===== config.mk =====
export PLATFORM = sky130hd
export DESIGN_NAME = led_bfeed
export DESIGN_NICKNAME = d
export VERILOG_FILES = /design/src/rtl/led_pkg.sv /design/src/rtl/led_bfeed.sv
export SDC_FILE = /design/constraint.sdc
export NUM_CORES = 2
export LEC_CHECK = 0
export ABC_CLOCK_PERIOD_IN_PS = 6400
export BUFFER_PORTS_ARGS = -buffer_cell sky130_fd_sc_hd__buf_2
export CELL_PAD_IN_SITES_DETAIL_PLACEMENT = 0
export CELL_PAD_IN_SITES_GLOBAL_PLACEMENT = 2
export CORE_ASPECT_RATIO = 1.5
export CORE_MARGIN = 2
export CORE_UTILIZATION = 49
export DETAILED_ROUTE_END_ITERATION = 7
export PLACE_DENSITY = 0.81
export SLEW_MARGIN = 0
export SYNTH_ARGS = -nofsm -noshare
export SYNTH_HDL_FRONTEND = slang
export SYNTH_SLANG_ARGS = --single-unit

===== constraint.sdc =====
create_clock -name i_clk -period 6.4 [get_ports i_clk]
set_clock_uncertainty 0.1 [all_clocks]
set_input_delay 0.64 -clock i_clk [delete_from_list [all_inputs] [get_ports i_clk]]
set_output_delay 0.64 -clock i_clk [all_outputs]
set_load 0.05 [all_outputs]

===== src/rtl/led_pkg.sv =====
package led_pkg;

    localparam int SYM_W  = 8;
    localparam int DIST_W = 9;

    // Operation codes carried by an input item.
    typedef enum logic [1:0] {
        FN_APPEND_A = 2'd0,
        FN_APPEND_B = 2'd1,
        FN_COMPUTE  = 2'd2
    } t_func;

    // Controller states.
    typedef enum logic [1:0] {
        ST_IDLE,
        ST_FEED,
        ST_DRAIN,
        ST_DONE
    } t_state;

    typedef struct packed {
        t_func             func;
        logic [SYM_W-1:0]  symbol;
    } t_in_item;

    typedef struct packed {
        logic [DIST_W-1:0] distance;
        logic              overflow;
    } t_out_item;

    // Control fields of the stream that moves from cell to cell.
    typedef struct packed {
        logic             valid;
        logic             last;
        logic [SYM_W-1:0] sym;
    } t_link;

    // Broadcast controls from the controller to every cell.
    typedef struct packed {
        logic             init;
        logic             clear;
        logic             wr_en;
        logic [SYM_W-1:0] sym;
    } t_cell_ctl;

endpackage


===== src/rtl/led_bfeed.sv =====
module led_bfeed #(
    parameter int DEPTH  = 256,
    parameter int ADDR_W = 8,
    parameter int COST_W = 9
) (
    input  logic                  i_clk,
    input  logic                  i_rst_n,
    input  logic                  i_wr_en,
    input  logic [ADDR_W-1:0]     i_wr_addr,
    input  logic [7:0]            i_wr_sym,
    input  logic                  i_rd_en,
    input  logic [ADDR_W-1:0]     i_rd_addr,
    input  logic [COST_W-1:0]     i_row,
    input  logic                  i_last,
    output led_pkg::t_link        o_link,
    output logic [COST_W-1:0]     o_cost
);
    import led_pkg::*;

    logic [SYM_W-1:0]  mem [0:DEPTH-1];
    logic              r_valid;
    logic              r_last;
    logic [SYM_W-1:0]  r_q;
    logic [COST_W-1:0] r_cost;

    // String B store; a read feeds one row into the head of the chain.
    always_ff @(posedge i_clk) begin
        if (i_wr_en) begin
            mem[i_wr_addr] <= i_wr_sym;
        end
        if (i_rd_en) begin
            r_q <= mem[i_rd_addr];
        end
        r_cost <= i_row;
        r_last <= i_last;
    end

    always_ff @(posedge i_clk) begin
        if (!i_rst_n) begin
            r_valid <= 1'b0;
        end else begin
            r_valid <= i_rd_en;
        end
    end

    assign o_link.valid = r_valid;
    assign o_link.last  = r_last;
    assign o_link.sym   = r_q;
    assign o_cost       = r_cost;

endmodule


==> impl_metrics.ini <==
[worst_setup_path]
cp-end-kind = flop
path_max_fanout = 69
max_stage_delay_ns = 1.12
worstSetupStartpointType = input pin
crit_family = simple AND/OR/NAND/NOR gates
slowest_stage = nor4_1
path_class = input pin to flop
worstPathArrival_ns = 4.30
critical_path.cell_chain = buf_8, buf_12, buf_12, mux4_2, a22oi_1, a21oi_1, nor4_1, nor4_1
critPathRequiredTime_ns = 6.81
critPathBufInv = 3

[drt]
drt-total-wl_um = 195000
routed.top_layer = met4
wl_met3_um = 13500
drt_iter0_markers = 4439
dr.pass1.iters = 7
met2_length_um = 100000
ant_nets = 0
post_drt_wl_per_cell_um = 32.0
vias = 38200
wl_met1_um = 71700
post_drt_via_cell_ratio = 6.26
drc = 0

[power_and_ir_drop]
ir_worst_vdd_mv = 0.291
finalPower_mw = 27.2
cellLeakagePower_nw = 27.0
power_density_nw_per_um2 = 308

[synthesis]
ys_ff_latch = 2067
synthArstFlopShare = 0
syn_avg_cell_area_sq_um = 21.4
syn_area_sq_um = 79600
yosys-top-cells-area = edfxtp_1 78%, mux4_2 13%, a22oi_1 1.7%, mux2i_1 1.5%, nor2_1 1.3%
syn_nets = 3762
synth_cell_types = 49
ys_seq_area_frac = 0.778
synth_edf_count = 2056
ys_warn_count = 0
synth_top_area_frac = 0.775
syn_inst = 3724
ys.flop_type = edfxtp_1
yosysTopAreaCell = edfxtp_1

[die]
start_util = 0.492
die_x_um = 333
fp.dieArea_sq_um = 166000
core_area_sq_um = 162000
ios = 57
rows = 181
die_h_um = 498

[layout]
layout.nets = 3867
area_growth_pct = 10.8
drive_above_1_share = 0.220
nFillCells = 12100

[global_routing]
antenna_found_initial = 9
grt_pass1_vias = 38500
grt_overflow = 0
grt_max_degree = 208
track_usage = 0.236
grt_pass1_wl_um = 278000

[clock_network]
cts_tree = yes
cts_inserted_buffers = 184
ctsResizeCount = 0
cts_max_level = 4
clk_latency_ns = 0.84
cts_max_path_buffers = 3
clock-sinks = 2067
clkTransAtPathRegs_ns = 0.07
hold_buffers = 11
cts_root_buf = clkbuf_16
post_cts.repair.setup_buffers = 0

[hold_path]
hold_class = input pin to flop

[timing]
period_needed_ns = 3.89
rsz0062_at_grt = no
setup_tns_ns = 0
maxSlewHeadroom = 0.0889
min_period_over_period = 0.608
setup_viol = 0
worstMarginPinSlew_ns = 1.35
holdWs_ns = 0.210
slew_violations = 0
hold_viol_final = 0
max_clock_freq_mhz = 257

[placed_design]
dp_hpwl_um = 119000
place_congestion = 0.888
portBuffers = 56

[flow_run]
max_cap_viol_count = 0

[run_status]
status = complete, no violations
registers in the layout (all words and copies together) (netlist names):
signal	count
mem	2048
o_cost	9
r_last	1
r_q	8
r_valid	1
per-stage QoR:
step	util	std cells	setup slack (ns)	area [sq um]
4_1_cts	0.546	6087	2.48	88200
5_1_grt	0.546	6088	2.48	88200
2_1_floorplan	-	3724	3.66	79600
6_report	0.546	6093	2.51	88300
3_5_place_dp	0.508	5736	1.56	82200
3_3_place_gp	0.508	5735	1.39	82200
worst paths after layout:
kind	from	endpoint	slack, ns	cells past startpoint
setup / recovery	i_rd_addr[0]	r_q[1]$_DFFE_PP_	2.51	8
hold / removal	i_wr_sym[1]	mem[10][1]$_DFFE_PP_	0.21	1
setup reg to reg	mem[11][4]$_DFFE_PP_	r_q[4]$_DFFE_PP_	3.18	6
hold reg to reg	mem[79][7]$_DFFE_PP_	r_q[7]$_DFFE_PP_	1.05	5
area by class of cell:
class                   count  area, sq um  share of cell area
repair buffers            153         1350              0.0153
clock inverters           109         1100              0.0125
clock buffers             231         4820              0.0546
inverters                   2         7.51           0.0000851
well taps                2104         2630              0.0298
diodes                      6         15.0            0.000170
flip-flops and latches   2067        62000               0.702
multi-input cells        1421        16400               0.185
cells in the final DEF, fill, tap and decap left out, drive strengths merged, types with 9 or more instances in the layout:
| master | Yosys | layout |
|---|---|---|
| a221oi | 11 | 11 |
| edfxtp | 2056 | 2056 |
| dlygate4sd3 | 0 | 11 |
| buf | 113 | 136 |
| nor4 | 36 | 36 |
| nand4 | 9 | 9 |
| mux4 | 457 | 457 |
| o22ai | 21 | 21 |
| nand3 | 26 | 26 |
| dfxtp | 11 | 11 |
| inv | 2 | 10 |
| o221ai | 34 | 34 |
| clkbuf | 121 | 237 |
| mux2i | 117 | 117 |
| a21oi | 120 | 120 |
| nand2b | 9 | 9 |
| a211oi | 10 | 10 |
| clkinv | 0 | 77 |
| mux2 | 12 | 12 |
| nor3 | 21 | 21 |
| a22oi | 176 | 176 |
| nor2 | 270 | 270 |
| nand2 | 34 | 34 |
| bufinv | 0 | 17 |
| o21ai | 11 | 11 |
| nor2b | 13 | 13 |
logic make-up after synthesis:
| family | share of synthesized area |
|---|---|
| AOI/OAI and AO/OA | 0.0343 |
| buffers and inverters | 0.0172 |
| DFF | 0.778 |
| muxes | 0.146 |
| and+or+nand+nor | 0.0241 |
routing by layer:
layer	vias to the layer above	GRT usage
met2	1612	0.398
met3	374	0.0398
met4	0	0.112
li1	15900	-
met1	20300	0.299
met5	-	0
Yosys cell counts (all sizes together), types with 6 or more instances:
cell / n
mux2i: 117
o22ai: 21
a221oi: 11
edfxtp: 2056
a22o: 6
nand2: 34
o21ai: 11
nand3: 26
nand2b: 9
nor2: 270
nor2b: 13
mux4: 457
a211oi: 10
nand4: 9
a22oi: 176
dfxtp: 11
mux2: 12
o221ai: 34
clkbuf: 121
nor4: 36
buf: 113
a21oi: 120
nor3: 21
report_power, final:
| part | internal, mW | switching, mW |
|---|---|---|
| sequential | 14.9 | 0.0231 |
| clock | 6.06 | 4.89 |
| combinational | 0.438 | 0.896 |
No activity file was read; power rests on OpenSTA's default activity.
