`src/rtl/led_pkg.sv`:
```
package led_pkg;

    localparam int SYM_W  = 8;
    localparam int DIST_W = 9;

    // Operation codes carried by an input item.
    typedef enum logic [1:0] {
        FN_APPEND_A = 2'd0,
        FN_APPEND_B = 2'd1,
        FN_COMPUTE  = 2'd2
    } t_func;

    // Controller states.
    typedef enum logic [1:0] {
        ST_IDLE,
        ST_FEED,
        ST_DRAIN,
        ST_DONE
    } t_state;

    typedef struct packed {
        t_func             func;
        logic [SYM_W-1:0]  symbol;
    } t_in_item;

    typedef struct packed {
        logic [DIST_W-1:0] distance;
        logic              overflow;
    } t_out_item;

    // Control fields of the stream that moves from cell to cell.
    typedef struct packed {
        logic             valid;
        logic             last;
        logic [SYM_W-1:0] sym;
    } t_link;

    // Broadcast controls from the controller to every cell.
    typedef struct packed {
        logic             init;
        logic             clear;
        logic             wr_en;
        logic [SYM_W-1:0] sym;
    } t_cell_ctl;

endpackage

```
`src/rtl/led_cell.sv`:
```
module led_cell #(
    parameter int IDX    = 1,
    parameter int COST_W = 9
) (
    input  logic                  i_clk,
    input  logic                  i_rst_n,
    input  led_pkg::t_cell_ctl    i_ctl,
    input  led_pkg::t_link        i_left,
    input  logic [COST_W-1:0]     i_left_cost,
    input  logic                  i_left_filled,
    input  logic                  i_right_filled,
    input  logic                  i_res_valid,
    input  logic [COST_W-1:0]     i_res,
    output led_pkg::t_link        o_right,
    output logic [COST_W-1:0]     o_cost,
    output logic                  o_filled,
    output logic                  o_res_valid,
    output logic [COST_W-1:0]     o_res
);
    import led_pkg::*;

    logic [SYM_W-1:0]  r_a;
    logic              r_filled;
    logic              r_valid;
    logic              r_last;
    logic [SYM_W-1:0]  r_sym;
    logic [COST_W-1:0] r_cost;
    logic [COST_W-1:0] r_diag;
    logic              r_res_valid;
    logic [COST_W-1:0] r_res;

    logic              wr_here;
    logic              hit;
    logic              mism;
    logic [COST_W-1:0] c_up;
    logic [COST_W-1:0] c_ins;
    logic [COST_W-1:0] c_sub;
    logic [COST_W-1:0] best;

    // The first empty cell of the row takes the appended byte of string A.
    assign wr_here = i_ctl.wr_en && !r_filled && i_left_filled;

    // This cell holds the last byte of A and sees the last row of B: the answer.
    assign hit = i_left.valid && i_left.last && r_filled && !i_right_filled;

    // One step of the recurrence: deletion, insertion or substitution.
    always_comb begin
        mism  = (r_a != i_left.sym);
        c_up  = r_cost + COST_W'(1);
        c_ins = i_left_cost + COST_W'(1);
        c_sub = r_diag + COST_W'(mism);
        best  = c_up;
        if (c_ins < best) begin
            best = c_ins;
        end
        if (c_sub < best) begin
            best = c_sub;
        end
    end

    // Control flags of the cell.
    always_ff @(posedge i_clk) begin
        if (!i_rst_n) begin
            r_filled    <= 1'b0;
            r_valid     <= 1'b0;
            r_res_valid <= 1'b0;
        end else begin
            if (i_ctl.clear) begin
                r_filled <= 1'b0;
            end else if (wr_here) begin
                r_filled <= 1'b1;
            end
            r_valid     <= i_left.valid;
            r_res_valid <= hit || i_res_valid;
        end
    end

    // Stored byte, column costs and the hand-over to the right neighbour.
    always_ff @(posedge i_clk) begin
        if (wr_here) begin
            r_a <= i_ctl.sym;
        end
        r_last <= i_left.last;
        r_sym  <= i_left.sym;
        if (i_ctl.init) begin
            r_cost <= COST_W'(IDX);
            r_diag <= COST_W'(IDX - 1);
        end else if (i_left.valid) begin
            r_cost <= best;
            r_diag <= i_left_cost;
        end
        r_res <= hit ? best : i_res;
    end

    assign o_right.valid = r_valid;
    assign o_right.last  = r_last;
    assign o_right.sym   = r_sym;
    assign o_cost        = r_cost;
    assign o_filled      = r_filled;
    assign o_res_valid   = r_res_valid;
    assign o_res         = r_res;

endmodule

```
`config.mk`:
```
export PLATFORM = sky130hd
export DESIGN_NAME = led_cell
export DESIGN_NICKNAME = d
export VERILOG_FILES = /design/src/rtl/led_pkg.sv /design/src/rtl/led_cell.sv
export SDC_FILE = /design/constraint.sdc
export NUM_CORES = 1
export LEC_CHECK = 0
export BUFFER_PORTS_ARGS = -buffer_cell sky130_fd_sc_hd__buf_2
export CORE_MARGIN = 3
export CORE_UTILIZATION = 36
export CTS_CLUSTER_SIZE = 10
export DETAILED_ROUTE_END_ITERATION = 16
export GPL_ROUTABILITY_DRIVEN = 0
export SLEW_MARGIN = 25
export SYNTH_ARGS = -nofsm -noshare
export SYNTH_HDL_FRONTEND = slang
export SYNTH_SLANG_ARGS = --single-unit
```
`constraint.sdc`:
```
create_clock -name i_clk -period 5.72 [get_ports i_clk]
set_clock_uncertainty 0.05 [all_clocks]
set_input_delay 0.572 -clock i_clk [delete_from_list [all_inputs] [get_ports i_clk]]
set_output_delay 0.572 -clock i_clk [all_outputs]
set_load 0.05 [all_outputs]
```
==> results.md <==
- Area growth from synthesis to layout: 20.5%
- Critical path launch point type: input port
- Max-slew violations: 0
- Reg2reg path depth: 18
- Unrepaired setup endpoints after global routing: false
- Dominant register cell in the synthesized netlist: sky130_fd_sc_hd__dfxtp_1
- Max FO, Critical Path: 15
- Max Fclk: 193 MHz
- Effective utilization at floorplan: 0.375
- Post-synthesis area per instance: 9.75 um^2
- Max Buffers Root-to-Sink: 2
- Endpoint, Worst Hold: r_last$_DFF_P_
- Fraction of the cycle the final worst path needs: 0.908
- I/O pins: 74
- WS Path Type: in -> reg
- Mapped cell area: 2590 um^2
- Overall overflow remaining after global route: 0
- Ordered list of cells on the worst path: buf_2 > ha_1 > nand3_1 > xor2_1 > inv_1 > ha_1 > a21o_1 > a21oi_1 > a221o_1 > and2_4 > mux2_2 > ha_1 > a211oi_1 > o211ai_1 > a221oi_1 > nor3b_1 > a211o_1 > buf_4 > nor3_1 > a311o_1
- Clk root buf: sky130_fd_sc_hd__clkbuf_8
- Ys Warns: 0
- Worst flop-to-flop path startpoint: o_cost[2]$_SDFFE_PP0P_
- TritonCTS sink count: 47
- Remaining routing DRC violations: 0
- Setup ws final: 529 ps
- Total placed instance area: 3010 um^2
- R2R Setup Slk: 570 ps
- Via count of the routed design: 2169
- Most frequent cell after synthesis: sky130_fd_sc_hd__dfxtp_1
- End of the worst register-to-register path: o_cost[8]$_SDFFE_PP0P_
- Min cycle time layout: 5190 ps
- Setup-failing EPs final: 0
- DR WL/cell: 14.7 um
- Cell mode on critical path: sky130_fd_sc_hd__ha_1
- Worst hold path type: in -> reg
- Met1 capacity usage during global routing: 0.200
- Total non-filler cell area in the finished layout: 3120 um^2
- Result of the run: complete, no violations
- Post-synth top cells: 39 x sky130_fd_sc_hd__dfxtp_1, 20 x sky130_fd_sc_hd__xor2_1, 19 x sky130_fd_sc_hd__ha_1
- Remaining antenna violation count after routing: 0
- Dominant cell type by area after synthesis: sky130_fd_sc_hd__dfxtp_1
- Global-route usage over all layers: 0.157
- CP required: 5860 ps
- Largest net degree at the start of global routing: 23
- Wire length of the first global-routing pass: 10500 um
- Fill cells: 717
- Nets@finish: 399
- Resized cells post-CTS: 0
- Wire length after detailed routing: 6370 um
- Synthesized flop and latch total: 47
- Die Wd: 90.9 um
- Number of standard-cell rows in the floorplan: 30
- Number of antenna violations at the first check in global routing: 0
- Number of vias per cell after detailed routing: 5.01
- Total of hold buffers inserted after clock tree synthesis: 0
- Vertical die dimension: 90.9 um
- Data arrival time of the critical path: 5330 ps
- Clock network latency to the later pin of the worst-skew pair: 300 ps
- Relative slew slack: 0.480
- Antenna diodes: 0
- GR peak layer: met2
- Critical path endpoint category: flip-flop
- Final hold vios: 0
- Synth Net Count: 329
- Worst Tran Pin Value: 776 ps
- Count of maximum capacitance violations: 0
- Count of unique library cells instantiated by Yosys: 42
- Pwr/cell area: 290 nW/um^2
- Full die area: 8260 um^2
- TritonCTS clock tree: built
- Number of DRC markers after the initial detailed-route iteration: 104
- Via count of the first global-routing pass: 2165
- Part of the Yosys area used for sequential elements: 0.394
- Count of placed standard cells including taps: 425
- CP peak stage delay: 500 ps
- EDFF count, synth: 8
- DR pass1 iterations: 4
- Min-delay src: i_left[8]
- Synth top area share: 0.301
- Non-Filler Instances: 433
- Worst slack at placement: 310 ps
- # port buffers: 73
- Number of H-tree levels: 2
- Largest delay share family, worst path: compound AO/OA/AOI/OAI gates
- Routing usage on met3: 0.0308
- Cell count after synthesis: 266
- Clock transition at the register clock pins on the worst setup and hold paths after CTS: 90 ps
- Hpwl dp: 5070 um
- TritonCTS buffer count: 5
- Crit path max-delay cell type: sky130_fd_sc_hd__a211o_1
- Layout cell share with drive strength beyond 1: 0.267
- Buffer and inverter count on the worst path: 3
- Core footprint: 6910 um^2
- Peak supply drop: 118 uV
- Dominant cells by area after synthesis: sky130_fd_sc_hd__dfxtp_1 30%, sky130_fd_sc_hd__edfxtp_1 9.3%, sky130_fd_sc_hd__ha_1 9.2%
- Leakage power of the design: 1.41 nW
- # Post-CTS Setup Buffers: 0
- Final-layout setup total negative slack: 0 ps
- Met2 Track Usage GR: 0.274
- Ys async rst share: 0
- WHS Path Cells: 1
==> cell type report <==
cell class / count / area, um^2 / share of cell area
sequential: 47 / 1020 / 0.327
clock inverter: 3 / 47.5 / 0.0152
timing repair buffer: 74 / 373 / 0.119
tap: 96 / 120 / 0.0385
multi-input combinational: 191 / 1430 / 0.458
clock buffer: 5 / 68.8 / 0.0220
inverter: 17 / 63.8 / 0.0204
==> flip-flops by register name, indices dropped and copies added, names as in the netlist <==
register	flops
r_last	1
r_a	8
o_filled	1
r_sym	8
r_valid	1
o_cost	9
r_diag	9
o_res_valid	1
o_res	9
==> metrics by stage <==
| stage | total power [mW] | utilization | hold slack, ps |
|---|---|---|---|
| after floorplan | 0.597 | - | 417 |
| after global placement | 0.659 | 0.435 | 437 |
| after detailed placement | 0.662 | 0.435 | 447 |
| after CTS | 0.913 | 0.452 | 324 |
| after global routing | 0.959 | 0.452 | 316 |
| final | 0.904 | 0.452 | 334 |
==> worst max path at each step <==
stage	from	end	slack (ps)	depth (start not counted)
finish	i_left_cost[0]	o_cost[8]$_SDFFE_PP0P_	530	20
global route	i_left_cost[0]	o_cost[8]$_SDFFE_PP0P_	150	20
CTS	i_left_cost[0]	o_cost[8]$_SDFFE_PP0P_	590	20
detailed placement	i_left_cost[0]	o_cost[8]$_SDFFE_PP0P_	310	20
global placement	i_left_cost[0]	o_cost[8]$_SDFFE_PP0P_	380	20
floorplan	o_cost[2]$_SDFFE_PP0P_	o_cost[5]$_SDFFE_PP0P_	1040	20
==> cells in the final DEF, fill, tap and decap left out, types with 2 or more instances in the layout <==
| cell type | synthesis | final |
|---|---|---|
| sky130_fd_sc_hd__a21o_1 | 2 | 2 |
| sky130_fd_sc_hd__a311o_1 | 3 | 3 |
| sky130_fd_sc_hd__xnor2_1 | 9 | 9 |
| sky130_fd_sc_hd__ha_1 | 19 | 19 |
| sky130_fd_sc_hd__mux2_2 | 5 | 5 |
| sky130_fd_sc_hd__edfxtp_1 | 8 | 8 |
| sky130_fd_sc_hd__and2_1 | 3 | 3 |
| sky130_fd_sc_hd__buf_2 | 0 | 73 |
| sky130_fd_sc_hd__o21ai_1 | 6 | 6 |
| sky130_fd_sc_hd__clkbuf_8 | 0 | 5 |
| sky130_fd_sc_hd__a21oi_1 | 8 | 8 |
| sky130_fd_sc_hd__nor2b_1 | 4 | 4 |
| sky130_fd_sc_hd__o21ai_0 | 2 | 2 |
| sky130_fd_sc_hd__nor3_1 | 7 | 7 |
| sky130_fd_sc_hd__mux2i_1 | 15 | 15 |
| sky130_fd_sc_hd__and3_1 | 4 | 4 |
| sky130_fd_sc_hd__nand4_1 | 8 | 8 |
| sky130_fd_sc_hd__xor2_1 | 20 | 20 |
| sky130_fd_sc_hd__nor4_1 | 2 | 2 |
| sky130_fd_sc_hd__o31a_1 | 3 | 3 |
| sky130_fd_sc_hd__nor2_1 | 15 | 15 |
| sky130_fd_sc_hd__nor3b_1 | 2 | 2 |
| sky130_fd_sc_hd__inv_1 | 17 | 17 |
| sky130_fd_sc_hd__dfxtp_1 | 39 | 39 |
| sky130_fd_sc_hd__nand2_1 | 16 | 16 |
| sky130_fd_sc_hd__o211ai_1 | 2 | 2 |
| sky130_fd_sc_hd__a211oi_1 | 3 | 3 |
| sky130_fd_sc_hd__nand3_1 | 15 | 15 |
| sky130_fd_sc_hd__o311ai_1 | 3 | 3 |
| sky130_fd_sc_hd__a221o_1 | 5 | 5 |
==> logic make-up (layout without fill, tap and decap cells) <==
family	Yosys count	after routing	synth area share
buffers and inverters	28	99	0.0550
adder cells (fa/ha/maj)	19	19	0.0917
AND/OR/NAND/NOR	81	81	0.162
multiplexers	21	21	0.0840
XOR/XNOR	29	29	0.0980
flip-flops	47	47	0.394
AO/OA/AOI/OAI	41	41	0.115
==> power breakdown <==
part	switching, mW	internal [mW]
sequential	0.0188	0.358
clock	0.116	0.133
combinational	0.181	0.0983
total	0.316	0.589
==> routing by layer <==
layer | part of all wire | vias up | wire length, um
li1 | - | 1099 | -
met1 | 0.42 | 996 | 2700
met2 | 0.50 | 63 | 3180
met3 | 0.063 | 11 | 399
met4 | 0.013 | 0 | 84
met5 | 0 | - | 0
Power figures use the tool's default switching activity.
